===== config.mk =====
export PLATFORM = sky130hd
export DESIGN_NAME = pfa_ram
export DESIGN_NICKNAME = d
export VERILOG_FILES = /design/src/rtl/pfa_ram.sv
export SDC_FILE = /design/constraint.sdc
export NUM_CORES = 1
export LEC_CHECK = 0
export BUFFER_PORTS_ARGS = -buffer_cell sky130_fd_sc_hd__buf_2
export CAP_MARGIN = 30
export CELL_PAD_IN_SITES_DETAIL_PLACEMENT = 0
export CELL_PAD_IN_SITES_GLOBAL_PLACEMENT = 2
export CORE_MARGIN = 1
export CORE_UTILIZATION = 52
export CTS_CLUSTER_SIZE = 25
export DETAILED_ROUTE_END_ITERATION = 8
export PLACE_DENSITY = 0.86
export SYNTH_ARGS = -nofsm -noshare
export SYNTH_HDL_FRONTEND = slang
export SYNTH_SLANG_ARGS = --single-unit

===== constraint.sdc =====
create_clock -name clk -period 5.4 [get_ports clk]
set_clock_uncertainty 0.15 [all_clocks]
set_input_delay 0.27 -clock clk [delete_from_list [all_inputs] [get_ports clk]]
set_output_delay 0.27 -clock clk [all_outputs]
set_load 0.05 [all_outputs]

===== src/rtl/pfa_ram.sv =====
`timescale 1ns / 1ps
`default_nettype none

module pfa_ram #(
	parameter int WIDTH = 8,
	parameter int DEPTH = 16
) (
	input  wire logic                     clk,
	input  wire logic                     we,
	input  wire logic [$clog2(DEPTH)-1:0] waddr,
	input  wire logic [WIDTH-1:0]         wdata,
	input  wire logic [$clog2(DEPTH)-1:0] raddr,
	output logic      [WIDTH-1:0]         rdata
);

	logic [WIDTH-1:0] mem [DEPTH];

	always_ff @(posedge clk) begin
		if (we) begin
			mem[waddr] <= wdata;
		end
		rdata <= mem[raddr];
	end

endmodule

`default_nettype wire


==> metrics.md <==
| Metric | Value |
|---|---|
| Worst Setup Start Kind | input pin |
| Finished Layout Cells | 416 |
| PwrDens | 406 mW/mm2 |
| Crit. End Element | flop |
| Top cell type by total area after synthesis | edfxtp_1 |
| Initial DRT Pass Iterations | 4 |
| Proportion of synthesized area in mux cells | 0.150 |
| Top cells by count, synth | edfxtp_1, mux4_2, a22oi_1 |
| Critical path type | in -> reg |
| Drt first-iter violations | 165 |
| Post-Place Cells | 376 |
| Total congestion overflow | 0 |
| First-pass GRT wire length | 14,300 um |
| PortBufs | 25 |
| Complex-gate fraction of the synthesized area | 0.0233 |
| Share of cells above drive strength 1 | 0.286 |
| Hold Slack | 0.0103 ns |
| #FFs+latches synth | 136 |
| Final Cell Area | 0.00607 mm2 |
| Crit share post-route | 0.305 |
| Setup Fix Bufs, Post-CTS | 0 |
| Final GP Congestion | 0.740 |
| Initial core utilization | 0.547 |
| Synth Cell Area | 0.00515 mm2 |
| Post-route DRC | 0 |
| Core area | 0.00942 mm2 |
| Area occupied by multi-input gates | 0.00107 mm2 |
| Synth Warn # | 0 |
| Pin count of the biggest net entering global routing | 33 |
| Fillers | 635 |
| Highest clock rate | 0.608 GHz |
| Fraction of the mapped netlist area in simple logic gates | 0.0318 |
| Register Area | 0.00400 mm2 |
| Top-count cell post-synth | edfxtp_1 |
| Fin crit period | 1.64 ns |
| Worst EP arrival | 1.72 ns |
| Syn Nets | 247 |
| Post-synth EDFFs | 128 |
| Synth area leaders | edfxtp_1, mux4_2, mux4_1 |
| Placed Area | 0.00539 mm2 |
| Worst hold path type | in -> reg |
| Clk buf depth | 2 |
| Final number of hold-violating endpoints | 0 |
| WL per Instance | 23.1 um |
| RSZ-0062 raised after global routing | false |
| Main combinational cell family by area after synthesis | multiplexers |
| Die X-Extent | 101 um |
| Vias per cell | 5.75 |
| Worst rel slew slack | 0.360 |
| Post-synthesis adder-cell area fraction | 0 |
| Initial antenna violation count | 0 |
| TritonCTS Buffers | 17 |
| Tightest Pin Transition | 0.957 ns |
| Area Overhead vs Synth | 18.0% |
| # rows | 35 |
| Cells after Synth | 229 |
| Hold buffer count at cts | 6 |
| Number of global-route vias before repair | 2,428 |
| Worst ir drop on vdd | 0.264 mV |
| Reg clk slew, reported paths | 0.06 ns |
| CTS Root Cell | clkbuf_8 |
| Number of antenna-violating nets in the routed design | 0 |
| ANT cells | 0 |
| Post-synthesis sequential area ratio | 0.778 |
| Clk_lat worst skew | 0.52 ns |
| Aggregate global-route resource usage | 0.209 |
| Final WL | 9610 um |
| Final slew viol count | 0 |
| H-tree Lvls | 4 |
| CTS resizes | 0 |
| # setup viols final | 0 |
| Crit path max fanout | 5 |
| Netlist cell types | 19 |
| TritonCTS clock tree | built |
| Pleak | 2.05 nW |
| Routed vias | 2,394 |
| Die height | 101 um |
| Fin Setup TNS | 0 ns |
| Synth Area in XOR/XNOR | 0 |
| Status | finished, final reports clean |
| Die area | 0.0103 mm2 |
| CTS Sinks | 136 |
| CP required | 5.48 ns |
| Max Cap Violations | 0 |
| Ys flop type | edfxtp_1 |
| Synthesized area per cell | 22.5 um2 |
| Share of the synthesized area in the top cell type | 0.747 |
| Async SR Flop Fraction | 0 |
| HPWL Detailed | 5740 um |
| I/O pins | 26 |
| Nets@finish | 292 |
==> worst paths after layout <==
kind                        startpoint                  end  slack (ns)  cells after the start
setup reg to reg  mem[11][4]$_DFFE_PP_     rdata[4]$_DFF_P_        3.88                      3
setup / recovery              waddr[2]  mem[0][6]$_DFFE_PP_        3.76                      4
hold reg to reg   mem[14][2]$_DFFE_PP_     rdata[2]$_DFF_P_        0.52                      3
hold / removal                wdata[1]  mem[7][1]$_DFFE_PP_        0.01                      1
==> flip-flops by register name (all words and copies together) (netlist names) <==
| register | cells |
|---|---|
| rdata | 8 |
| mem | 128 |
==> logic make-up (layout without fill, tap and decap cells) <==
logic type | after synthesis | count (layout)
AO/OA/AOI/OAI | 16 | 16
buffers and inverters | 10 | 68
flip-flops | 136 | 136
multiplexers | 32 | 32
AND/OR/NAND/NOR | 35 | 35
==> area by class of cell <==
type,count,area share
Clock buffer,21,0.0756
Timing Repair Buffer,36,0.0387
Sequential cell,136,0.659
Tap cell,129,0.0266
Clock inverter,11,0.0241
Multi-Input combinational cell,83,0.176
==> power by group <==
group	internal [W]	switching [W]	leakage, nW	total [W]
combinational	0.0000469	0.0000847	0.529	0.000132
clock	0.000739	0.000409	0.294	0.00115
sequential	0.00118	0.00000703	1.22	0.00119
==> metal layers <==
metal	part of all wire	track usage	vias to the layer above
li1	-	-	1071
met1	0.43	0.287	1214
met2	0.49	0.333	96
met3	0.060	0.0421	13
met4	0.018	0.0903	0
met5	0	0	-
==> critical path: stages <==
cell	delay, ns
buf_2	0.11
or3b_2	0.52
nor3_1	0.55
buf_4	0.27
==> metrics by stage <==
stage,util,total power [W],setup slack [ns]
after floorplan,-,0.00129,3.49
after global placement,0.570,0.00133,2.95
after detailed placement,0.573,0.00134,3.24
after CTS,0.643,0.00248,3.76
after global routing,0.645,0.00253,3.69
final,0.645,0.00247,3.76
==> placed cells by master (no fill, tap or decap), types with 3 or more instances in the layout <==
master / count
clkinv_2: 3
clkbuf_8: 4
edfxtp_1: 128
bufinv_16: 3
buf_4: 4
a22oi_1: 16
nand2_1: 9
clkbuf_16: 16
dlygate4sd3_1: 6
dfxtp_1: 8
buf_2: 25
nor2_1: 13
clkinv_4: 3
mux4_1: 14
mux4_2: 18
Power figures use the tool's default switching activity.
